<file path="src/design/rost_pkg.sv">
package rost_pkg;

    localparam int FRAME_MAX = 256;
    localparam int PTR_W     = $clog2(FRAME_MAX);
    localparam int LEN_W     = PTR_W + 1;

    localparam int SMP_W  = 16;
    localparam int QUO_W  = 2 * SMP_W - 1;
    localparam int SUM_W  = QUO_W + PTR_W;
    localparam int CNT_W  = $clog2(SUM_W);
    localparam int RMS_W  = 16;
    localparam int BG_W   = 32;

    localparam int FLEN_W  = 9;
    localparam int ALPHA_W = 16;
    localparam int RATIO_W = 16;
    localparam int RISE_W  = 16;
    localparam int NEED_W  = 8;
    localparam int SEG_W   = 16;
    localparam int REF_W   = 20;

    localparam int CFG_IDX_W  = 3;
    localparam int CFG_DATA_W = 20;

    localparam logic [CFG_IDX_W-1:0] CFG_FRAME_LEN      = 3'd0;
    localparam logic [CFG_IDX_W-1:0] CFG_EMA_ALPHA      = 3'd1;
    localparam logic [CFG_IDX_W-1:0] CFG_TRIGGER_RATIO  = 3'd2;
    localparam logic [CFG_IDX_W-1:0] CFG_RISE_MIN       = 3'd3;
    localparam logic [CFG_IDX_W-1:0] CFG_FRAMES_NEEDED  = 3'd4;
    localparam logic [CFG_IDX_W-1:0] CFG_SEGMENT_LEN    = 3'd5;
    localparam logic [CFG_IDX_W-1:0] CFG_REFRACTORY_LEN = 3'd6;

    localparam int Q_DEPTH = 4;
    localparam int Q_PTR_W = $clog2(Q_DEPTH);
    localparam int Q_CNT_W = Q_PTR_W + 1;
    localparam logic [Q_CNT_W-1:0] Q_FULL_CNT = Q_CNT_W'(Q_DEPTH);
    localparam logic [Q_PTR_W-1:0] Q_PTR_LAST = Q_PTR_W'(Q_DEPTH - 1);

    localparam logic [PTR_W-1:0] WP_LAST   = PTR_W'(FRAME_MAX - 1);
    localparam logic [CNT_W-1:0] DIV_LAST  = CNT_W'(SUM_W - 1);
    localparam logic [CNT_W-1:0] SQRT_LAST = CNT_W'(SMP_W - 1);
    localparam logic [QUO_W-1:0] SQRT_BIT0 = {1'b1, {(QUO_W-1){1'b0}}};
    localparam logic [ALPHA_W:0] ALPHA_ONE = {1'b1, {ALPHA_W{1'b0}}};
    localparam logic [NEED_W-1:0] STREAK_MAX = '1;

    typedef enum logic [1:0] {
        MODE_DETECT,
        MODE_CAPTURE,
        MODE_REFRACT
    } t_mode;

    typedef enum logic [2:0] {
        BS_IDLE,
        BS_DIV,
        BS_SQRT,
        BS_MUL_OLD,
        BS_MUL_NEW,
        BS_EMA_SUM,
        BS_MUL_RATIO,
        BS_DECIDE
    } t_bstate;

    typedef struct packed {
        logic [FLEN_W-1:0]  frame_len;
        logic [ALPHA_W-1:0] ema_alpha;
        logic [RATIO_W-1:0] trigger_ratio;
        logic [RISE_W-1:0]  rise_min;
        logic [NEED_W-1:0]  frames_needed;
        logic [SEG_W-1:0]   segment_len;
        logic [REF_W-1:0]   refractory_len;
    } t_cfg;

    typedef struct packed {
        logic signed [SMP_W-1:0] sample;
        logic signed [SMP_W-1:0] delayed;
    } t_fe_item;

    typedef struct packed {
        logic signed [SMP_W-1:0] delayed_sample;
        logic                    in_segment;
        logic                    segment_last;
        logic                    trigger;
        logic [RMS_W-1:0]        frame_rms;
    } t_result;

    function automatic logic [LEN_W-1:0] eff_len(input logic [FLEN_W-1:0] v);
        logic [LEN_W-1:0] r;
        if (v == '0) begin
            r = LEN_W'(1);
        end else if (int'(v) > FRAME_MAX) begin
            r = LEN_W'(FRAME_MAX);
        end else begin
            r = LEN_W'(v);
        end
        return r;
    endfunction

endpackage

</file>
<file path="src/design/rost_fifo.sv">
module rost_fifo (
    input  logic               i_clk,
    input  logic               i_rst_n,
    input  logic               i_push,
    input  rost_pkg::t_fe_item i_item,
    output logic               o_full,
    input  logic               i_pop,
    output logic               o_vld,
    output rost_pkg::t_fe_item o_item
);

    rost_pkg::t_fe_item           r_mem [rost_pkg::Q_DEPTH];
    logic [rost_pkg::Q_PTR_W-1:0] r_wr;
    logic [rost_pkg::Q_PTR_W-1:0] r_rd;
    logic [rost_pkg::Q_CNT_W-1:0] r_cnt;

    logic do_push;
    logic do_pop;

    assign o_full  = (r_cnt == rost_pkg::Q_FULL_CNT);
    assign o_vld   = (r_cnt != '0);
    assign do_push = i_push && !o_full;
    assign do_pop  = i_pop && o_vld;
    assign o_item  = r_mem[r_rd];

    always_ff @(posedge i_clk) begin
        if (!i_rst_n) begin
            r_wr  <= '0;
            r_rd  <= '0;
            r_cnt <= '0;
        end else begin
            if (do_push) begin
                r_wr <= (r_wr == rost_pkg::Q_PTR_LAST) ? '0 : r_wr + 1'b1;
            end
            if (do_pop) begin
                r_rd <= (r_rd == rost_pkg::Q_PTR_LAST) ? '0 : r_rd + 1'b1;
            end
            if (do_push && !do_pop) begin
                r_cnt <= r_cnt + 1'b1;
            end else if (do_pop && !do_push) begin
                r_cnt <= r_cnt - 1'b1;
            end
        end
    end

    always_ff @(posedge i_clk) begin
        if (do_push) begin
            r_mem[r_wr] <= i_item;
        end
    end

endmodule

</file>
<file path="config.mk">
export PLATFORM = sky130hd
export DESIGN_NAME = rost_fifo
export DESIGN_NICKNAME = d
export VERILOG_FILES = /design/src/design/rost_pkg.sv /design/src/design/rost_fifo.sv
export SDC_FILE = /design/constraint.sdc
export NUM_CORES = 1
export LEC_CHECK = 0
export ABC_AREA = 1
export ABC_CLOCK_PERIOD_IN_PS = 2600
export BUFFER_PORTS_ARGS = -buffer_cell sky130_fd_sc_hd__buf_4
export CORE_MARGIN = 2
export CORE_UTILIZATION = 40
export CTS_BUF_LIST = sky130_fd_sc_hd__clkbuf_4 sky130_fd_sc_hd__clkbuf_8 sky130_fd_sc_hd__clkbuf_16
export DETAILED_ROUTE_END_ITERATION = 16
export PLACE_DENSITY = 0.59
export SETUP_SLACK_MARGIN = 0.15
export SYNTH_ARGS = -nofsm -noshare
export SYNTH_HDL_FRONTEND = slang
export SYNTH_SLANG_ARGS = --single-unit
export TNS_END_PERCENT = 50
</file>
<file path="constraint.sdc">
create_clock -name i_clk -period 2.6 [get_ports i_clk]
set_input_delay 0.39 -clock i_clk [delete_from_list [all_inputs] [get_ports i_clk]]
set_output_delay 0.39 -clock i_clk [all_outputs]
set_load 0.05 [all_outputs]
</file>
==> results.json <==
{
  "status": "completed",
  "die_y_um": 118.8,
  "yosys_register_bits": 137,
  "synthTopCellsByCount": "edfxtp_1, nor2_1, o21ai_0",
  "cts_buffers": 17,
  "yosys.area.top_type_share_pct": 72.92,
  "fin_crit_sh_pct": 87.14,
  "fill_cells": 1111,
  "rsz0062_at_grt": "no",
  "syn_inst": 380,
  "hold_class": "in2reg",
  "synth_area_um2": 5271,
  "ys_types": 20,
  "grt_antenna_before_repair": 0,
  "fin_tns_setup_ns": 0,
  "cp.arrival_ns": 1.88,
  "avgRoutedWirePerCell_um": 16.44,
  "powerDensity_nw_per_um2": 1259,
  "setup_violations": 0,
  "cp_slowest_stage_delay_ns": 0.50,
  "cts-root-buf": "clkbuf_16",
  "maxCapViolations": 0,
  "crit_chain": "buf_4, o21ai_0, o22ai_1, buf_4",
  "worstSkewPairLatency_ns": 0.42,
  "hpwl_mm": 6.022,
  "p_total_uw": 8354,
  "synth_edf_count": 128,
  "cp_max_fo": 24,
  "grt_max_degree": 65,
  "multi_input_area_um2": 1045,
  "placementRows": 41,
  "drt_pass1_iterations": 4,
  "ios": 70,
  "clk_pin_slew_ns": 0.06,
  "routed_wirelength_mm": 10.61,
  "numClockSinks": 137,
  "grt.total_usage_pct": 15.86,
  "synth_warnings": 0,
  "cts.path.max_buffers": 2,
  "syn_area_per_cell_um2": 13.87,
  "whs_path_depth": 1,
  "syn_nets": 423,
  "ys_top_cells_by_area": "edfxtp_1, nor2_1, o22ai_1",
  "period_needed_ns": 2.266,
  "ant_nets": 0,
  "overflow": 0,
  "yosys_most_used_dff": "edfxtp_1",
  "diodes": 0,
  "globalplace.congestion": 0.7168,
  "cts_max_level": 4,
  "max_freq_mhz": 441.4,
  "r2r_start": "r_cnt[1]$_SDFFE_PN0P_",
  "worst_pin_slew_ns": 0.5335,
  "drcViolationCount": 0,
  "p_leak_uw": 0.002420,
  "startpoint_type": "register",
  "async_reset_ff_share_pct": 0,
  "die_x_um": 118.8,
  "path_delay_family": "buffers and inverters",
  "yosys.area.top_type": "edfxtp_1",
  "endpoint_kind": "output pin",
  "start_util_pct": 41.43,
  "drv_slew": 0,
  "worstSetupPathType": "reg2out",
  "port-buffer-count": 69,
  "hp-start": "i_item[24]",
  "synth_most_common_cell": "edfxtp_1",
  "r2r_cells": 12,
  "max_slew_margin_pct": 64.43,
  "peakVddDrop_mv": 0.5142,
  "grt_pass1_wl_mm": 16.88,
  "seq_area_frac_synth_pct": 76.34,
  "fp.dieArea_um2": 14110,
  "drtIter0Drc": 257,
  "finalHoldViolCount": 0,
  "slowest_stage": "dfxtp_4",
  "seq_area_um2": 4028,
  "core_area_um2": 12720,
  "finalNetCount": 503,
  "grt_pass1_vias": 3241,
  "holdPathEnd": "r_mem[2][24]$_DFFE_PP_",
  "syn2layout_area_growth_pct": 25.90,
  "cts_tree": "done",
  "drive_above_1_share_pct": 25.16,
  "critPathBufInv": 2,
  "reg2reg_slack_ns": 0.69,
  "cpMostUsedCell": "buf_4",
  "vias_per_cell": 4.984,
  "finalClockSkew_ns": 0.009152,
  "r2r_end": "r_cnt[2]$_SDFFE_PN0P_",
  "postCtsSetupBuffers": 0,
  "cp.required_ns": 2.21,
  "vias": 3215
}
-- layer usage --
layer  wire length [µm]  vias to the layer above  track usage (%)
met4                170                        0            6.920
met5                  0                        -                0
li1                   -                     1553                -
met1               4879                     1556            20.93
met3                618                       17            5.068
met2               4938                       89            24.07
-- how the worst max path moves through the flow --
stage | cells past startpoint | to | from | slack, ns
3_3_place_gp | 4 | o_item[13] | register | 0.67
6_report | 4 | o_item[12] | register | 0.33
4_1_cts | 4 | o_item[12] | register | 0.18
2_1_floorplan | 4 | r_mem[0][0]$_DFFE_PP_ | r_cnt[1]$_SDFFE_PN0P_ | 0.15
3_5_place_dp | 4 | o_item[12] | register | 0.63
5_1_grt | 4 | o_item[12] | register | 0.22
-- layout make-up --
class / count / share of cell area (%)
flip-flops and latches: 137 / 60.69
multi-input cells: 206 / 15.74
repair buffers: 80 / 9.050
clock buffers: 17 / 6.410
clock inverters: 15 / 3.733
well taps: 172 / 3.243
inverters: 18 / 1.131
-- worst register-to-register path, cell delays in order (launching register included) --
cell	delay, ns
dfxtp_1	0.33
nor2_1	0.17
nand2_1	0.10
nand2_1	0.20
ha_1	0.23
inv_1	0.07
fa_1	0.38
inv_1	0.07
nand2_1	0.06
nand3_1	0.08
nand2_1	0.05
inv_1	0.04
nor2_1	0.03
-- power breakdown --
part / internal [µW] / switching [µW] / leakage [µW] / total (µW)
combinational: 786 / 2050 / 0.000853 / 2840
sequential: 2700 / 110 / 0.00125 / 2810
clock: 1800 / 909 / 0.000319 / 2710
total: 5290 / 3070 / 0.00242 / 8350
-- kinds of logic after synthesis --
group                      after synthesis  share of synthesized area, %
AOI/OAI and AO/OA                      100                         10.25
DFF                                    137                         76.34
and+or+nand+nor                         99                         7.192
buffers and inverters                   37                         4.415
adders and majority gates                7                         1.804
-- cell usage in the layout, fill, tap and decap left out --
cell / count
o22ai_1: 32
o21ai_0: 38
ha_1: 6
dfxtp_1: 8
inv_2: 1
fa_1: 1
inv_8: 1
nand2_1: 15
clkinvlp_4: 3
o21ai_1: 28
buf_4: 80
nand4_1: 1
nand3b_1: 1
clkinv_4: 3
bufinv_16: 6
nand3_1: 1
nor2_4: 4
clkinv_2: 2
inv_6: 1
clkbuf_16: 17
inv_1: 16
nor2_1: 77
edfxtp_1: 128
dfxtp_4: 1
a21oi_1: 2
-- registers in the layout (all words and copies together), names as in the netlist, named ones only --
signal and cells:
r_rd 2, r_mem 128, r_wr 2, r_cnt 3
-- through the flow --
step	utilization [%]	hold WS, ns	cell area (µm²)	setup slack, ns	cells
after floorplan	-	0.4801	5271	0.1468	380
after global placement	46.85	0.4987	5961	0.6715	613
after detailed placement	46.85	0.4985	5961	0.6347	613
after CTS	52.14	0.1546	6634	0.1841	645
after global routing	52.16	0.1527	6636	0.2153	645
final	52.16	0.1639	6636	0.3345	645
-- what timing repair did --
action / 4_1_cts / 5_1_grt
hold buffers: 0 / 0
hold endpoints to repair: 0 / 0
setup endpoints to repair: 0 / 12
gates resized for setup: 0 / 1
Note: power is estimated with default switching activity, not from simulation.
