--- src/design/rost_pkg.sv ---
package rost_pkg;

    localparam int FRAME_MAX = 256;
    localparam int PTR_W     = $clog2(FRAME_MAX);
    localparam int LEN_W     = PTR_W + 1;

    localparam int SMP_W  = 16;
    localparam int QUO_W  = 2 * SMP_W - 1;
    localparam int SUM_W  = QUO_W + PTR_W;
    localparam int CNT_W  = $clog2(SUM_W);
    localparam int RMS_W  = 16;
    localparam int BG_W   = 32;

    localparam int FLEN_W  = 9;
    localparam int ALPHA_W = 16;
    localparam int RATIO_W = 16;
    localparam int RISE_W  = 16;
    localparam int NEED_W  = 8;
    localparam int SEG_W   = 16;
    localparam int REF_W   = 20;

    localparam int CFG_IDX_W  = 3;
    localparam int CFG_DATA_W = 20;

    localparam logic [CFG_IDX_W-1:0] CFG_FRAME_LEN      = 3'd0;
    localparam logic [CFG_IDX_W-1:0] CFG_EMA_ALPHA      = 3'd1;
    localparam logic [CFG_IDX_W-1:0] CFG_TRIGGER_RATIO  = 3'd2;
    localparam logic [CFG_IDX_W-1:0] CFG_RISE_MIN       = 3'd3;
    localparam logic [CFG_IDX_W-1:0] CFG_FRAMES_NEEDED  = 3'd4;
    localparam logic [CFG_IDX_W-1:0] CFG_SEGMENT_LEN    = 3'd5;
    localparam logic [CFG_IDX_W-1:0] CFG_REFRACTORY_LEN = 3'd6;

    localparam int Q_DEPTH = 4;
    localparam int Q_PTR_W = $clog2(Q_DEPTH);
    localparam int Q_CNT_W = Q_PTR_W + 1;
    localparam logic [Q_CNT_W-1:0] Q_FULL_CNT = Q_CNT_W'(Q_DEPTH);
    localparam logic [Q_PTR_W-1:0] Q_PTR_LAST = Q_PTR_W'(Q_DEPTH - 1);

    localparam logic [PTR_W-1:0] WP_LAST   = PTR_W'(FRAME_MAX - 1);
    localparam logic [CNT_W-1:0] DIV_LAST  = CNT_W'(SUM_W - 1);
    localparam logic [CNT_W-1:0] SQRT_LAST = CNT_W'(SMP_W - 1);
    localparam logic [QUO_W-1:0] SQRT_BIT0 = {1'b1, {(QUO_W-1){1'b0}}};
    localparam logic [ALPHA_W:0] ALPHA_ONE = {1'b1, {ALPHA_W{1'b0}}};
    localparam logic [NEED_W-1:0] STREAK_MAX = '1;

    typedef enum logic [1:0] {
        MODE_DETECT,
        MODE_CAPTURE,
        MODE_REFRACT
    } t_mode;

    typedef enum logic [2:0] {
        BS_IDLE,
        BS_DIV,
        BS_SQRT,
        BS_MUL_OLD,
        BS_MUL_NEW,
        BS_EMA_SUM,
        BS_MUL_RATIO,
        BS_DECIDE
    } t_bstate;

    typedef struct packed {
        logic [FLEN_W-1:0]  frame_len;
        logic [ALPHA_W-1:0] ema_alpha;
        logic [RATIO_W-1:0] trigger_ratio;
        logic [RISE_W-1:0]  rise_min;
        logic [NEED_W-1:0]  frames_needed;
        logic [SEG_W-1:0]   segment_len;
        logic [REF_W-1:0]   refractory_len;
    } t_cfg;

    typedef struct packed {
        logic signed [SMP_W-1:0] sample;
        logic signed [SMP_W-1:0] delayed;
    } t_fe_item;

    typedef struct packed {
        logic signed [SMP_W-1:0] delayed_sample;
        logic                    in_segment;
        logic                    segment_last;
        logic                    trigger;
        logic [RMS_W-1:0]        frame_rms;
    } t_result;

    function automatic logic [LEN_W-1:0] eff_len(input logic [FLEN_W-1:0] v);
        logic [LEN_W-1:0] r;
        if (v == '0) begin
            r = LEN_W'(1);
        end else if (int'(v) > FRAME_MAX) begin
            r = LEN_W'(FRAME_MAX);
        end else begin
            r = LEN_W'(v);
        end
        return r;
    endfunction

endpackage

--- src/design/rost_ram.sv ---
module rost_ram #(
    parameter int WIDTH = 16,
    parameter int DEPTH = 256,
    localparam int AW = $clog2(DEPTH)
) (
    input  logic             i_clk,
    input  logic             i_we,
    input  logic [AW-1:0]    i_waddr,
    input  logic [WIDTH-1:0] i_wdata,
    input  logic             i_re,
    input  logic [AW-1:0]    i_raddr,
    output logic [WIDTH-1:0] o_rdata
);

    logic [WIDTH-1:0] r_mem [DEPTH];
    logic [WIDTH-1:0] r_rdata;

    // read-first: a read of the address being written returns the old word
    always_ff @(posedge i_clk) begin
        if (i_re) begin
            r_rdata <= r_mem[i_raddr];
        end
        if (i_we) begin
            r_mem[i_waddr] <= i_wdata;
        end
    end

    assign o_rdata = r_rdata;

endmodule

--- src/design/rost_front.sv ---
module rost_front (
    input  logic                                i_clk,
    input  logic                                i_rst_n,
    input  logic [rost_pkg::FLEN_W-1:0]         i_frame_len,
    input  logic                                i_push,
    output logic                                o_full,
    input  logic signed [rost_pkg::SMP_W-1:0]   i_sample,
    input  logic                                i_q_full,
    output logic                                o_q_push,
    output rost_pkg::t_fe_item                  o_q_item
);

    logic [rost_pkg::PTR_W-1:0] r_wp;
    logic                       r_filled;
    logic                       r_st_vld;
    logic signed [rost_pkg::SMP_W-1:0] r_st_smp;
    logic                       r_st_ok;

    logic [rost_pkg::LEN_W-1:0] len;
    logic [rost_pkg::PTR_W-1:0] rd;
    logic                       rd_ok;
    logic                       accept;
    logic [rost_pkg::SMP_W-1:0] rdata;

    assign len    = rost_pkg::eff_len(i_frame_len);
    assign rd     = r_wp - len[rost_pkg::PTR_W-1:0];
    // entries not yet written since reset read as zero
    assign rd_ok  = r_filled || (rd < r_wp);
    assign o_full = r_st_vld && i_q_full;
    assign accept = i_push && !o_full;

    rost_ram #(
        .WIDTH (rost_pkg::SMP_W),
        .DEPTH (rost_pkg::FRAME_MAX)
    ) u_dly (
        .i_clk   (i_clk),
        .i_we    (accept),
        .i_waddr (r_wp),
        .i_wdata (i_sample),
        .i_re    (accept),
        .i_raddr (rd),
        .o_rdata (rdata)
    );

    always_ff @(posedge i_clk) begin
        if (!i_rst_n) begin
            r_wp     <= '0;
            r_filled <= 1'b0;
            r_st_vld <= 1'b0;
        end else begin
            if (accept) begin
                r_wp <= r_wp + 1'b1;
                if (r_wp == rost_pkg::WP_LAST) begin
                    r_filled <= 1'b1;
                end
                r_st_vld <= 1'b1;
            end else if (o_q_push) begin
                r_st_vld <= 1'b0;
            end
        end
    end

    always_ff @(posedge i_clk) begin
        if (accept) begin
            r_st_smp <= i_sample;
            r_st_ok  <= rd_ok;
        end
    end

    assign o_q_push        = r_st_vld && !i_q_full;
    assign o_q_item.sample = r_st_smp;
    assign o_q_item.delayed = r_st_ok ? rdata : '0;

endmodule

--- config.mk ---
export PLATFORM = sky130hd
export DESIGN_NAME = rost_front
export DESIGN_NICKNAME = d
export VERILOG_FILES = /design/src/design/rost_pkg.sv /design/src/design/rost_ram.sv /design/src/design/rost_front.sv
export SDC_FILE = /design/constraint.sdc
export NUM_CORES = 2
export LEC_CHECK = 0
export ABC_AREA = 1
export BUFFER_PORTS_ARGS = -buffer_cell sky130_fd_sc_hd__buf_2
export CORE_MARGIN = 1.5
export CORE_UTILIZATION = 37
export CTS_CLUSTER_SIZE = 10
export DETAILED_ROUTE_END_ITERATION = 10
export PLACE_DENSITY_LB_ADDON = 0.3
export SETUP_SLACK_MARGIN = 0.3
export SLEW_MARGIN = 20
export SYNTH_ARGS = -nofsm -noshare
export SYNTH_HDL_FRONTEND = slang
export SYNTH_HIERARCHICAL = 1
export SYNTH_SLANG_ARGS = --single-unit
--- constraint.sdc ---
create_clock -name i_clk -period 3.8 [get_ports i_clk]
set_input_delay 0.57 -clock i_clk [delete_from_list [all_inputs] [get_ports i_clk]]
set_output_delay 0.57 -clock i_clk [all_outputs]
set_load 0.005 [all_outputs]
==> impl_results.md <==
* Fin cells at 20722
* Share of post-route cells with drive strength above 1 at 14.9%
* Critical Path RT at 4660 ps
* Post-route ant nets at 0
* DR vias/cell at 5.53
* Max_slew headroom at 22.6%
* Setup Viol. Count Final at 0
* Global route overflow at 0
* Most frequent CP cell: nand3_1
* Worst VDD drop at 0.000439 V
* Final period util at 97.3%
* First-pass GRT wire length at 774 mm
* Total routing usage reported by global routing at 23.1%
* Met1 usage at 32.0%
* Critical path, cell by cell: buf_2 > nor2_4 > nand2_2 > o21ai_2 > nand2_1 > o31ai_1 > buf_4 > ha_4 > inv_2 > fa_4 > buf_16 > inv_16 > buf_16 > buf_4 > bufbuf_16 > nand3_1 > nand3_1 > nand3_1 > nand3_2 > nand3_1 > nand3_1 > nand2_1 > nand2_4 > nand2_1
* Synth Register Bits at 4139
* Max frequency at 270 MHz
* Rows at 246
* Reg2reg start: r_wp[0]
* Final Power at 0.113 W
* Final worst path period need at 3700 ps
* Synthesized Nets at 13861
* Sequential area share after synthesis at 74.1%
* RSZ-0062 raised after global routing: yes
* Largest net degree at the start of global routing at 138
* CP arrival at 4560 ps
* Hold WC Path Type: in2reg
* Clock-pin slew on the worst setup and hold paths at 60 ps
* Critical-path maximum fanout at 16
* Asr flop ratio synth at 0%
* Avg WL per Cell at 26.2 um
* Most frequent cells in the layout: 4211 x nand2_1, 4129 x edfxtp_1, 3737 x nand3_1, 884 x buf_4, 482 x clkbuf_16
* Ys Warns at 6
* Top_reg_cell synth: edfxtp_1
* Crit path max-delay cell type: fa_4
* Initial antenna violation count at 20
* Hold endpoint: u_dly/r_mem[69][6]
* Outcome: finished, final reports clean
* Vias in the first global route at 108424
* CP top delay family: simple AND/OR/NAND/NOR gates
* CTS Buf Count at 462
* Setup crit end kind: register
* Final slew viol count at 0
* # placed instances at 20013
* GP Congestion at 0.889
* Max_cap viols at 0
* DP HPWL at 323 mm
* Slew @ Worst Pin at 1160 ps
* Setup Skew at 108 ps
* WS Path Type: in2reg
* Max clock buf depth at 4
* Worst skew pair latency at 1030 ps
* Syn-to-layout area delta at 18.7%
* Yosys top cell by area: edfxtp_1
* Total routed wirelength at 542 mm
* PD cells at 566 mW/mm^2
* Syn Std Cell Area at 0.168 mm^2
* Most used routing layer: met2
* Routed vias at 114513
* Synth area leaders: edfxtp_1 74%, nand3_1 12%, nand2_1 9.5%, buf_2 1.5%, buf_4 0.73%
* Worst r2r dst: u_dly/o_rdata[6]
* Starting DRT DRC Count at 14970
* R2R Setup Slk at 180 ps
* Met2 Track Usage GR at 36.5%
* Netlist cell types at 34
* Post-Syn Instances at 13815
* Core area at 0.450 mm^2
* Count of flip-flops with a built-in enable after synthesis at 4129
* PortBufs at 62
* Crit. path cell count at 24
* Final Hold Violating Endpoints at 0
* Die area at 0.457 mm^2
* Worst path bufs/invs at 8
* Drt drc at 0
* Ports at 63
* Top-area cell type share of the netlist area at 74.0%
* Met3 usage at 3.79%
* Nets at 14678
* Syn Area/Cell at 12.1 um^2
* Critical path launch point type: primary input
* Static Leak at 70.4 nW
* Hold path depth at 1
* CTS H-tree depth at 5
* Root buffer cell: clkbuf_16
* Initial core utilization at 37.2%
* TritonRoute pass-1 iters at 7
* Most common cell after layout, fill and taps aside: nand2_1
* CTS Sinks at 4139
* Crit-path max cell delay at 820 ps
* Horiz. Die Dim at 676 um
* Die height at 676 um
* Hold Crit Start: i_sample[6]
* TritonCTS clock tree: built
* FF-to-FF path depth at 18
final cells by class:
class | instances | area (um^2)
multi-input cells | 8658 | 40100
clock inverters | 39 | 499
repair inverters | 3 | 52.6
inverters | 79 | 372
flip-flops and latches | 4139 | 124000
diodes | 24 | 60.1
well taps | 5952 | 7450
clock buffers | 539 | 12100
repair buffers | 1289 | 14000
fillers | 40349 | 251000
layer usage:
| layer | share of wire, % | vias to the layer above |
|---|---|---|
| li1 | - | 50778 |
| met3 | 9.2 | 930 |
| met2 | 46 | 5750 |
| met4 | 4.2 | 4 |
| met1 | 41 | 57051 |
| met5 | 0.0083 | - |
registers in the layout, summed over array words and instances (netlist names):
register,count
u_dly/o_rdata,16
r_st_ok,1
r_filled,1
r_wp,8
r_st_smp,16
u_dly/r_mem,4096
r_st_vld,1
cells in the mapped netlist (10+ instances only):
cell	count
nand2_1	4259
edfxtp_1	4129
nand3_1	4045
buf_2	496
nor2_1	296
buf_4	163
clkbuf_1	155
inv_1	75
buf_1	70
buf_6	53
ha_1	16
a21oi_1	14
dfxtp_1	10
worst max-delay path by stage:
stage,from,endpoint,slack [ps]
5_1_grt,i_frame_len[4],u_dly/o_rdata[6],30
2_1_floorplan,i_q_full,u_dly/r_mem[164][0],430
4_1_cts,r_wp[0],u_dly/o_rdata[1],230
6_report,i_frame_len[4],u_dly/o_rdata[6],100
3_3_place_gp,i_frame_len[4],u_dly/o_rdata[8],-1930
3_5_place_dp,i_frame_len[4],u_dly/o_rdata[8],-1830
repair_timing:
item / 4_1_cts / 5_1_grt
buffers inserted: 44 / 16
setup endpoints to repair: 16 / 16
resized for setup: 402 / 97
hold buffers: 8 / 0
cloned: 29 / 10
endpoints found under the hold margin: 97 / 0
pin swaps: 45 / 16
kinds of logic (layout without fill, tap and decap cells):
| kind of cell | Yosys count | count (layout) | share of synthesized area (%) |
|---|---|---|---|
| adder cells (fa/ha/maj) | 17 | 17 | 0.131 |
| AND/OR/NAND/NOR | 8611 | 8611 | 22.3 |
| AO/OA/AOI/OAI | 25 | 25 | 0.0837 |
| XOR/XNOR | 5 | 5 | 0.0261 |
| flip-flops | 4139 | 4139 | 74.1 |
| other | 0 | 24 | 0 |
| buffers and inverters | 1018 | 1949 | 3.27 |
per-stage QoR:
step	util (%)	setup slack, ps	TNS [ps]	instance area [um^2]	hold WS [ps]
CTS	44.0	227	0	198000	22.1
global route	44.2	34.3	0	199000	57.1
floorplan	-	428	0	168000	436
detailed placement	40.5	-1830	-25730	182000	458
finish	44.2	101	0	199000	53.6
global placement	40.5	-1930	-27660	182000	450
where the power goes:
part / switching [W] / internal [W]
sequential: 0.0000497 / 0.0504
combinational: 0.0152 / 0.00759
clock: 0.0172 / 0.0221
worst reg2reg max path: cells and delay by family, from the launching register on:
kind / cells / cell delay [ps]
and+or+nand+nor: 9 / 1110
DFF: 1 / 330
buffers and inverters: 7 / 1100
adders and majority gates: 2 / 830
Note: power is estimated with default switching activity, not from simulation.
