File: src/design/rost_pkg.sv
package rost_pkg;

    localparam int FRAME_MAX = 256;
    localparam int PTR_W     = $clog2(FRAME_MAX);
    localparam int LEN_W     = PTR_W + 1;

    localparam int SMP_W  = 16;
    localparam int QUO_W  = 2 * SMP_W - 1;
    localparam int SUM_W  = QUO_W + PTR_W;
    localparam int CNT_W  = $clog2(SUM_W);
    localparam int RMS_W  = 16;
    localparam int BG_W   = 32;

    localparam int FLEN_W  = 9;
    localparam int ALPHA_W = 16;
    localparam int RATIO_W = 16;
    localparam int RISE_W  = 16;
    localparam int NEED_W  = 8;
    localparam int SEG_W   = 16;
    localparam int REF_W   = 20;

    localparam int CFG_IDX_W  = 3;
    localparam int CFG_DATA_W = 20;

    localparam logic [CFG_IDX_W-1:0] CFG_FRAME_LEN      = 3'd0;
    localparam logic [CFG_IDX_W-1:0] CFG_EMA_ALPHA      = 3'd1;
    localparam logic [CFG_IDX_W-1:0] CFG_TRIGGER_RATIO  = 3'd2;
    localparam logic [CFG_IDX_W-1:0] CFG_RISE_MIN       = 3'd3;
    localparam logic [CFG_IDX_W-1:0] CFG_FRAMES_NEEDED  = 3'd4;
    localparam logic [CFG_IDX_W-1:0] CFG_SEGMENT_LEN    = 3'd5;
    localparam logic [CFG_IDX_W-1:0] CFG_REFRACTORY_LEN = 3'd6;

    localparam int Q_DEPTH = 4;
    localparam int Q_PTR_W = $clog2(Q_DEPTH);
    localparam int Q_CNT_W = Q_PTR_W + 1;
    localparam logic [Q_CNT_W-1:0] Q_FULL_CNT = Q_CNT_W'(Q_DEPTH);
    localparam logic [Q_PTR_W-1:0] Q_PTR_LAST = Q_PTR_W'(Q_DEPTH - 1);

    localparam logic [PTR_W-1:0] WP_LAST   = PTR_W'(FRAME_MAX - 1);
    localparam logic [CNT_W-1:0] DIV_LAST  = CNT_W'(SUM_W - 1);
    localparam logic [CNT_W-1:0] SQRT_LAST = CNT_W'(SMP_W - 1);
    localparam logic [QUO_W-1:0] SQRT_BIT0 = {1'b1, {(QUO_W-1){1'b0}}};
    localparam logic [ALPHA_W:0] ALPHA_ONE = {1'b1, {ALPHA_W{1'b0}}};
    localparam logic [NEED_W-1:0] STREAK_MAX = '1;

    typedef enum logic [1:0] {
        MODE_DETECT,
        MODE_CAPTURE,
        MODE_REFRACT
    } t_mode;

    typedef enum logic [2:0] {
        BS_IDLE,
        BS_DIV,
        BS_SQRT,
        BS_MUL_OLD,
        BS_MUL_NEW,
        BS_EMA_SUM,
        BS_MUL_RATIO,
        BS_DECIDE
    } t_bstate;

    typedef struct packed {
        logic [FLEN_W-1:0]  frame_len;
        logic [ALPHA_W-1:0] ema_alpha;
        logic [RATIO_W-1:0] trigger_ratio;
        logic [RISE_W-1:0]  rise_min;
        logic [NEED_W-1:0]  frames_needed;
        logic [SEG_W-1:0]   segment_len;
        logic [REF_W-1:0]   refractory_len;
    } t_cfg;

    typedef struct packed {
        logic signed [SMP_W-1:0] sample;
        logic signed [SMP_W-1:0] delayed;
    } t_fe_item;

    typedef struct packed {
        logic signed [SMP_W-1:0] delayed_sample;
        logic                    in_segment;
        logic                    segment_last;
        logic                    trigger;
        logic [RMS_W-1:0]        frame_rms;
    } t_result;

    function automatic logic [LEN_W-1:0] eff_len(input logic [FLEN_W-1:0] v);
        logic [LEN_W-1:0] r;
        if (v == '0) begin
            r = LEN_W'(1);
        end else if (int'(v) > FRAME_MAX) begin
            r = LEN_W'(FRAME_MAX);
        end else begin
            r = LEN_W'(v);
        end
        return r;
    endfunction

endpackage

File: src/design/rost_back.sv
module rost_back (
    input  logic               i_clk,
    input  logic               i_rst_n,
    input  rost_pkg::t_cfg     i_cfg,
    input  logic               i_q_vld,
    input  rost_pkg::t_fe_item i_q_item,
    output logic               o_q_pop,
    input  logic               i_pop,
    output logic               o_out_vld,
    output rost_pkg::t_result  o_result
);

    rost_pkg::t_bstate r_state, n_state;
    rost_pkg::t_mode   r_mode, n_mode;

    logic [rost_pkg::SUM_W-1:0]  r_sum, n_sum;
    logic [rost_pkg::LEN_W-1:0]  r_pos, n_pos;
    logic [rost_pkg::BG_W-1:0]   r_bg, n_bg;
    logic [rost_pkg::RMS_W-1:0]  r_prev, n_prev;
    logic [rost_pkg::NEED_W-1:0] r_streak, n_streak;
    logic [rost_pkg::SEG_W-1:0]  r_seg_cnt, n_seg_cnt;
    logic [rost_pkg::REF_W-1:0]  r_ref_cnt, n_ref_cnt;
    logic                        r_out_vld, n_out_vld;

    logic [rost_pkg::CNT_W-1:0]  r_cnt, n_cnt;
    logic [rost_pkg::SUM_W-1:0]  r_num, n_num;
    logic [rost_pkg::LEN_W-1:0]  r_rem, n_rem;
    logic [rost_pkg::QUO_W:0]    r_root, n_root;
    logic [rost_pkg::QUO_W-1:0]  r_bit, n_bit;
    logic [48:0]                 r_p1, n_p1;
    logic [31:0]                 r_p2, n_p2;
    logic [47:0]                 r_p3, n_p3;
    logic signed [rost_pkg::SMP_W-1:0] r_dly, n_dly;
    rost_pkg::t_result           r_out, n_out;

    logic [rost_pkg::LEN_W-1:0]  len;
    logic [rost_pkg::SEG_W-1:0]  seg;
    logic [rost_pkg::NEED_W-1:0] need;
    logic                        out_free;
    logic                        take;
    logic                        is_det;
    logic signed [2*rost_pkg::SMP_W-1:0] sq;
    logic [rost_pkg::SUM_W-1:0]  sum_acc;
    logic [rost_pkg::LEN_W-1:0]  pos_inc;
    logic                        frame_end;
    logic [rost_pkg::SEG_W-1:0]  seg_inc;
    logic [rost_pkg::REF_W-1:0]  ref_dec;

    logic [rost_pkg::LEN_W:0]    rem_sh;
    logic                        div_ge;
    logic [rost_pkg::LEN_W:0]    rem_nx;
    logic [rost_pkg::QUO_W-1:0]  sq_v;
    logic [rost_pkg::QUO_W:0]    sq_t;
    logic                        sq_ge;
    logic [rost_pkg::QUO_W:0]    sq_vnx;

    logic [rost_pkg::RMS_W-1:0]  rms;
    logic [rost_pkg::BG_W-1:0]   bg_eff;
    logic [rost_pkg::ALPHA_W:0]  one_m;
    logic [49:0]                 ema;
    logic [47:0]                 rms_sh;
    logic signed [17:0]          diff;
    logic                        above;
    logic                        attack;
    logic [rost_pkg::NEED_W-1:0] streak_inc;
    logic                        trig;

    assign len      = rost_pkg::eff_len(i_cfg.frame_len);
    assign seg      = (i_cfg.segment_len == '0) ? rost_pkg::SEG_W'(1) : i_cfg.segment_len;
    assign need     = (i_cfg.frames_needed == '0) ? rost_pkg::NEED_W'(1) : i_cfg.frames_needed;
    assign out_free = !r_out_vld || i_pop;
    assign take     = (r_state == rost_pkg::BS_IDLE) && i_q_vld && out_free;
    assign is_det   = (r_mode != rost_pkg::MODE_CAPTURE) && (r_mode != rost_pkg::MODE_REFRACT);
    assign o_q_pop  = take;

    assign sq        = i_q_item.sample * i_q_item.sample;
    assign sum_acc   = r_sum + {{(rost_pkg::SUM_W-rost_pkg::QUO_W){1'b0}},
                                sq[rost_pkg::QUO_W-1:0]};
    assign pos_inc   = r_pos + 1'b1;
    assign frame_end = (pos_inc >= len);
    assign seg_inc   = r_seg_cnt + 1'b1;
    assign ref_dec   = (r_ref_cnt != '0) ? r_ref_cnt - 1'b1 : '0;

    // restoring divide, one quotient bit per cycle
    assign rem_sh = {r_rem, r_num[rost_pkg::SUM_W-1]};
    assign div_ge = (rem_sh >= {1'b0, len});
    assign rem_nx = div_ge ? rem_sh - {1'b0, len} : rem_sh;

    // bit-pair square root, one result bit per cycle
    assign sq_v   = r_num[rost_pkg::QUO_W-1:0];
    assign sq_t   = r_root + {1'b0, r_bit};
    assign sq_ge  = ({1'b0, sq_v} >= sq_t);
    assign sq_vnx = {1'b0, sq_v} - sq_t;

    assign rms    = r_root[rost_pkg::RMS_W-1:0];
    assign bg_eff = (r_bg == '0) ? {rms, 16'h0000} : r_bg;
    assign one_m  = rost_pkg::ALPHA_ONE - {1'b0, i_cfg.ema_alpha};
    assign ema    = {1'b0, r_p1} + {2'b00, r_p2, 16'h0000} + 50'd32768;

    assign rms_sh     = {4'h0, rms, 28'h0};
    assign above      = (rms_sh > r_p3);
    assign diff       = $signed({2'b00, rms}) - $signed({2'b00, r_prev});
    assign attack     = (diff > $signed({2'b00, i_cfg.rise_min}));
    assign streak_inc = (r_streak == rost_pkg::STREAK_MAX) ? r_streak : r_streak + 1'b1;
    assign trig       = above && attack && (streak_inc >= need);

    always_comb begin
        n_state = r_state;
        case (r_state)
            rost_pkg::BS_IDLE: begin
                if (take && is_det && frame_end) begin
                    n_state = rost_pkg::BS_DIV;
                end
            end
            rost_pkg::BS_DIV: begin
                if (r_cnt == rost_pkg::DIV_LAST) begin
                    n_state = rost_pkg::BS_SQRT;
                end
            end
            rost_pkg::BS_SQRT: begin
                if (r_cnt == rost_pkg::SQRT_LAST) begin
                    n_state = rost_pkg::BS_MUL_OLD;
                end
            end
            rost_pkg::BS_MUL_OLD:   n_state = rost_pkg::BS_MUL_NEW;
            rost_pkg::BS_MUL_NEW:   n_state = rost_pkg::BS_EMA_SUM;
            rost_pkg::BS_EMA_SUM:   n_state = rost_pkg::BS_MUL_RATIO;
            rost_pkg::BS_MUL_RATIO: n_state = rost_pkg::BS_DECIDE;
            rost_pkg::BS_DECIDE: begin
                if (out_free) begin
                    n_state = rost_pkg::BS_IDLE;
                end
            end
            default: n_state = rost_pkg::BS_IDLE;
        endcase
    end

    always_comb begin
        n_mode    = r_mode;
        n_sum     = r_sum;
        n_pos     = r_pos;
        n_bg      = r_bg;
        n_prev    = r_prev;
        n_streak  = r_streak;
        n_seg_cnt = r_seg_cnt;
        n_ref_cnt = r_ref_cnt;
        n_cnt     = r_cnt;
        n_num     = r_num;
        n_rem     = r_rem;
        n_root    = r_root;
        n_bit     = r_bit;
        n_p1      = r_p1;
        n_p2      = r_p2;
        n_p3      = r_p3;
        n_dly     = r_dly;
        n_out     = r_out;
        n_out_vld = r_out_vld && !i_pop;

        case (r_state)
            rost_pkg::BS_IDLE: begin
                if (take) begin
                    n_out.delayed_sample = i_q_item.delayed;
                    n_out.in_segment     = 1'b0;
                    n_out.segment_last   = 1'b0;
                    n_out.trigger        = 1'b0;
                    n_out.frame_rms      = r_prev;
                    n_out_vld            = 1'b1;
                    case (r_mode)
                        rost_pkg::MODE_CAPTURE: begin
                            n_out.in_segment = 1'b1;
                            n_seg_cnt        = seg_inc;
                            if (seg_inc >= seg) begin
                                n_out.segment_last = 1'b1;
                                n_seg_cnt          = '0;
                                if (i_cfg.refractory_len != '0) begin
                                    n_mode    = rost_pkg::MODE_REFRACT;
                                    n_ref_cnt = i_cfg.refractory_len;
                                end else begin
                                    n_mode = rost_pkg::MODE_DETECT;
                                end
                            end
                        end
                        rost_pkg::MODE_REFRACT: begin
                            n_ref_cnt = ref_dec;
                            if (ref_dec == '0) begin
                                n_mode = rost_pkg::MODE_DETECT;
                            end
                        end
                        default: begin
                            n_mode = rost_pkg::MODE_DETECT;
                            if (frame_end) begin
                                n_sum     = '0;
                                n_pos     = '0;
                                n_num     = sum_acc;
                                n_rem     = '0;
                                n_cnt     = '0;
                                n_dly     = i_q_item.delayed;
                                n_out_vld = r_out_vld && !i_pop;
                            end else begin
                                n_sum = sum_acc;
                                n_pos = pos_inc;
                            end
                        end
                    endcase
                end
            end
            rost_pkg::BS_DIV: begin
                n_rem = rem_nx[rost_pkg::LEN_W-1:0];
                n_num = {r_num[rost_pkg::SUM_W-2:0], div_ge};
                n_cnt = r_cnt + 1'b1;
                if (r_cnt == rost_pkg::DIV_LAST) begin
                    n_cnt  = '0;
                    n_root = '0;
                    n_bit  = rost_pkg::SQRT_BIT0;
                end
            end
            rost_pkg::BS_SQRT: begin
                n_bit = r_bit >> 2;
                n_cnt = r_cnt + 1'b1;
                if (sq_ge) begin
                    n_num  = {{(rost_pkg::SUM_W-rost_pkg::QUO_W){1'b0}},
                              sq_vnx[rost_pkg::QUO_W-1:0]};
                    n_root = (r_root >> 1) + {1'b0, r_bit};
                end else begin
                    n_root = r_root >> 1;
                end
            end
            rost_pkg::BS_MUL_OLD: begin
                n_p1 = one_m * bg_eff;
            end
            rost_pkg::BS_MUL_NEW: begin
                n_p2 = i_cfg.ema_alpha * rms;
            end
            rost_pkg::BS_EMA_SUM: begin
                n_bg = ema[47:16];
            end
            rost_pkg::BS_MUL_RATIO: begin
                n_p3 = r_bg * i_cfg.trigger_ratio;
            end
            rost_pkg::BS_DECIDE: begin
                if (out_free) begin
                    n_prev = rms;
                    if (above && attack) begin
                        n_streak = streak_inc;
                        if (trig) begin
                            n_streak  = '0;
                            n_seg_cnt = '0;
                            n_mode    = rost_pkg::MODE_CAPTURE;
                        end
                    end else begin
                        n_streak = '0;
                    end
                    n_out.delayed_sample = r_dly;
                    n_out.in_segment     = 1'b0;
                    n_out.segment_last   = 1'b0;
                    n_out.trigger        = trig;
                    n_out.frame_rms      = rms;
                    n_out_vld            = 1'b1;
                end
            end
            default: begin
                n_out_vld = r_out_vld && !i_pop;
            end
        endcase
    end

    always_ff @(posedge i_clk) begin
        if (!i_rst_n) begin
            r_state   <= rost_pkg::BS_IDLE;
            r_mode    <= rost_pkg::MODE_DETECT;
            r_sum     <= '0;
            r_pos     <= '0;
            r_bg      <= '0;
            r_prev    <= '0;
            r_streak  <= '0;
            r_seg_cnt <= '0;
            r_ref_cnt <= '0;
            r_out_vld <= 1'b0;
            r_cnt     <= '0;
        end else begin
            r_state   <= n_state;
            r_mode    <= n_mode;
            r_sum     <= n_sum;
            r_pos     <= n_pos;
            r_bg      <= n_bg;
            r_prev    <= n_prev;
            r_streak  <= n_streak;
            r_seg_cnt <= n_seg_cnt;
            r_ref_cnt <= n_ref_cnt;
            r_out_vld <= n_out_vld;
            r_cnt     <= n_cnt;
        end
    end

    always_ff @(posedge i_clk) begin
        r_num  <= n_num;
        r_rem  <= n_rem;
        r_root <= n_root;
        r_bit  <= n_bit;
        r_p1   <= n_p1;
        r_p2   <= n_p2;
        r_p3   <= n_p3;
        r_dly  <= n_dly;
        r_out  <= n_out;
    end

    assign o_out_vld = r_out_vld;
    assign o_result  = r_out;

endmodule

File: config.mk
export PLATFORM = sky130hd
export DESIGN_NAME = rost_back
export DESIGN_NICKNAME = d
export VERILOG_FILES = /design/src/design/rost_pkg.sv /design/src/design/rost_back.sv
export SDC_FILE = /design/constraint.sdc
export NUM_CORES = 2
export LEC_CHECK = 0
export BUFFER_PORTS_ARGS = -buffer_cell sky130_fd_sc_hd__buf_2
export CAP_MARGIN = 5
export CORE_ASPECT_RATIO = 1.4
export CORE_MARGIN = 1.5
export CORE_UTILIZATION = 28
export DETAILED_ROUTE_END_ITERATION = 12
export PLACE_DENSITY = 0.4
export SYNTH_ARGS = -nofsm -noshare
export SYNTH_HDL_FRONTEND = slang
export SYNTH_SLANG_ARGS = --single-unit
File: constraint.sdc
create_clock -name i_clk -period 8.8 [get_ports i_clk]
set_input_delay 0.88 -clock i_clk [delete_from_list [all_inputs] [get_ports i_clk]]
set_output_delay 0.88 -clock i_clk [all_outputs]
set_load 0.005 [all_outputs]
==> results.txt <==
----------------------------------------------------
[Outcome]
  Status ... completed

[Clock tree]
  Number of buffers inserted by post-CTS setup repair ... 0
  Number of buffers between clock root and the deepest sink ... 3
  Clock tree root driver cell ... clkbuf_16
  Source-to-sink clock delay at the later pin of the worst-skew pair ... 0.69 ns
  Total clock buffers created by CTS ... 50
  TritonCTS clock tree ... built
  Level count of the clock H-tree ... 2
  Clock transition time at the flip-flop clock pins of the worst setup and hold paths ... 0.07 ns
  Cells resized by post-CTS repair ... 0
  Number of clock sinks seen by CTS ... 412
  CTS Hold Bufs ... 0

[Power]
  Relative contribution of combinational cells to total power ... 83.3%
  Power Dens Cells ... 383 nW/um2
  Switching share of power ... 47.7%
  Cell internal pwr ... 16900 uW
  Switching Power ... 15400 uW
  Highest ir drop seen on vdd ... 0.807 mV
  Power, Total ... 32200 uW
  LEAKAGE ... 0.0386 uW
  Relative contribution of sequential cells to total power ... 9.6%
  Portion of total power attributed to the clock network ... 7.0%

[Global route]
  Initial antenna violation count ... 18
  Total routing usage reported by global routing ... 18.3%
  Global-route wire length before repair ... 383 mm
  Overflow left after global routing ... 0
  Number of global-route vias before repair ... 64000
  Maximum number of pins on one net before global-route repair ... 61

[Yosys]
  Number of synthesized register bits ... 412
  Share of flip-flops with an asynchronous set or reset ... 0%
  Cells taking the most area after synthesis ... fa_1 34%, ha_1 11%, edfxtp_1 10%
  Top post-synthesis cells by count ... 1598 x inv_1, 1297 x nand2_1, 1289 x fa_1
  Average size of a mapped cell ... 8.83 um2
  Post-synthesis simple-gate area fraction ... 16.3%
  Number of cells produced by synthesis ... 8500
  Number of library cell types mapped by synthesis ... 92
  Main synth FF type ... edfxtp_1
  Share of Yosys cell area claimed by the top area cell type ... 34.4%
  Multiplexer area fraction after synthesis ... 0.352%
  Adder-cell share of the synthesized area ... 45.3%
  Dominant combinational cell family by area after synthesis ... adder cells
  Number of nets produced by synthesis ... 10600
  Sequential fraction of the synthesis area ... 14.5%
  Post-synthesis share of cell area spent on xor and xnor gates ... 4.19%
  Ys Warns ... 0
  Leading cell type by number of instances after synthesis ... inv_1
  EDFF count, synth ... 260
  Library cell occupying the most area in the post-synthesis netlist ... fa_1
  Compound-gate portion of the synthesized area ... 9.35%
  Cell area after technology mapping ... 75100 um2

[Drt]
  Number of optimization iterations in the first detailed-route pass ... 7
  DRT antenna net count ... 0
  WL final ... 246 mm
  DR vias ... 58300
  WL/cell ... 20.0 um
  Vias per Instance ... 4.74
  Number of remaining DRC errors ... 0
  Starting DRC count in detailed routing ... 2515

[Setup path]
  Worst flop-to-flop path startpoint ... r_bg[6]$_SDFFE_PN0P_
  Top cell family by delay on the critical path ... adder cells
  Timing startpoint of the critical path ... i_q_item[19]
  Crit Path Class ... primary input to flop
  Reg-to-reg endpoint ... r_p1[47]$_DFFE_PN_
  Crit path top cell by count ... fa_1
  Cell with the largest stage delay on the worst path ... fa_1
  Critical Path End Type ... flop
  Count of cells along the worst register-to-register path ... 28
  CP Launch Type ... primary input
  Data required time at the worst endpoint ... 9.29 ns
  Crit path buf inv count ... 10
  Critical path data arrival time ... 8.82 ns
  Highest cell delay on the worst timing path ... 0.57 ns
  Setup slack on the worst flop-to-flop path ... 0.63 ns
  Highest fanout seen on the critical path ... 8

[Die]
  Count of pins on the block boundary ... 174
  Die ar. ... 271000 um2
  Starting density of the core ... 28.2%
  Overall die height ... 616 um
  Standard-cell rows ... 224
  Core footprint ... 266000 um2
  Floorplan die width ... 441 um

[Placement]
  RePlAce Congestion ... 0.854
  Final HPWL DP ... 199 mm
  Total of buffers placed on input and output ports ... 173
  Placed cell count ... 12200

[STA]
  Headroom to the max-slew limit ... 15.0%
  Number of max-slew violations in the final report ... 0
  Fin. Hold Viols ... 0
  Worst slew pin tran ... 1.27 ns
  Achievable clock frequency ... 120 MHz
  Final Cycle Share ... 94.6%
  Setup repair after global routing missed its margin ... false
  Post-layout minimum cycle time ... 8.32 ns
  Final count of negative-setup-slack endpoints ... 0
  Worst hold slack after final layout ... 0.382 ns
  Final worst clock skew ... 0.0604 ns

[Flow run]
  # Max-Cap Violations ... 0

[Layout]
  Post-route core utilization ... 31.6%
  Area occupied by registers ... 10900 um2
  Area growth from synthesis to layout ... 11.9%
  Final cell count without fillers ... 12300
  Fillcell total ... 28100
  Fraction of layout cells with a size suffix above 1 ... 8.37%
  Combined area of the multi-input logic cells ... 56900 um2
  Number of nets in the layout ... 10800

[Hold path]
  Worst Hold Path Cells ... 1
  Origin of the worst min-delay path ... i_q_item[6]
  Hold Path Sink ... r_dly[6]$_DFFE_PP_
  Min-Delay Path Class ... primary input to flop

----------------------------------------------------
## cell families after synthesis
logic type                 count (synthesis)
DFF                                      412
and+or+nand+nor                         2654
buffers and inverters                   2003
muxes                                     26
AOI/OAI and AO/OA                       1100
xor gates and xnor gates                 359
adders and majority gates               1946
## worst max-delay path by stage
| stage | endpoint | slack [ns] | cells past startpoint |
|---|---|---|---|
| final | r_sum[34]$_SDFFE_PN0P_ | 0.48 | 38 |
| after global routing | r_sum[32]$_SDFFE_PN0P_ | 0.02 | 37 |
| after CTS | r_sum[34]$_SDFFE_PN0P_ | 0.23 | 38 |
| after detailed placement | r_sum[34]$_SDFFE_PN0P_ | -0.40 | 36 |
| after global placement | r_sum[34]$_SDFFE_PN0P_ | -0.31 | 37 |
| after floorplan | r_num[37]$_DFFE_PP_ | 0.15 | 34 |
## power by group through the flow
stage / Sequential, uW / Combinational, uW / Clock (uW)
2_1_floorplan: 3110 / 16500 / 0
3_3_place_gp: 3150 / 26900 / 0
3_5_place_dp: 3150 / 26900 / 0
4_1_cts: 3110 / 27200 / 2350
5_1_grt: 3120 / 30100 / 2400
6_report: 3110 / 26800 / 2260
## routing by layer
metal  track usage (%)  vias up  wire length [um]
li1                  -    27100                 -
met1              21.8    29900            100000
met2              35.1      949            133000
met3              1.04      280              6240
met4              4.53       12              6330
met5                 0        -                75
## cells in the final DEF (no fill, tap or decap), types with 12 or more instances in the layout
master     count
inv_1       1598
nand2_1     1296
fa_1        1289
ha_1         657
and2_1       438
nor2_1       400
buf_4        393
a21oi_1      337
edfxtp_1     260
xnor2_1      214
o21ai_0      185
buf_2        172
dfxtp_1      152
a21o_1       138
xor2_1       132
nand3_1       91
nor3_1        78
nand2b_1      59
and3_1        51
nor2b_1       51
clkbuf_16     51
a31oi_1       49
nand4_1       48
nor4_1        43
a211oi_1      42
o21a_1        37
o22ai_1       35
a22oi_1       29
or3_1         26
o21ai_1       26
o21bai_1      23
mux2i_1       23
o31ai_1       21
o211ai_1      19
buf_12        14
a31o_2        13
a211o_1       12
nand3b_1      12
## flip-flops by register name (all words and copies together), names as in the netlist, 6 cells and up
register and count:
r_p3 48, r_num 39, r_sum 39, o_result 35
r_p1 33, r_bg 32, r_p2 32, r_root 32
r_ref_cnt 20, r_bit 16, r_dly 16, r_prev 16
r_seg_cnt 16, r_pos 9, r_rem 9, r_streak 8
r_cnt 6
## worst reg2reg max path, delay by kind of cell, from the launching register on
kind | cells | cell delay (ns)
buf+inv | 6 | 0.68
simple gates | 7 | 1.49
compound gates | 7 | 1.94
fa+ha+maj | 7 | 3.39
flops | 1 | 0.31
xor+xnor | 1 | 0.11
## layout make-up
type | count | share of cell area [%]
repair buffers | 580 | 4.88
well taps | 3503 | 5.22
clock inverters | 38 | 0.521
multi-input cells | 6085 | 67.7
inverters | 1603 | 7.16
clock buffers | 56 | 1.55
diodes | 6 | 0.0179
flip-flops and latches | 412 | 12.9
## through the flow
step           setup slack, ns  instance area [um2]  TNS [ns]
6_report                 0.476                84000         0
5_1_grt                 0.0217                84000         0
4_1_cts                  0.234                84000         0
3_5_place_dp            -0.402                82200     -5.59
3_3_place_gp            -0.311                82200     -5.61
2_1_floorplan            0.149                75100         0
(Power assumes the default switching activity.)
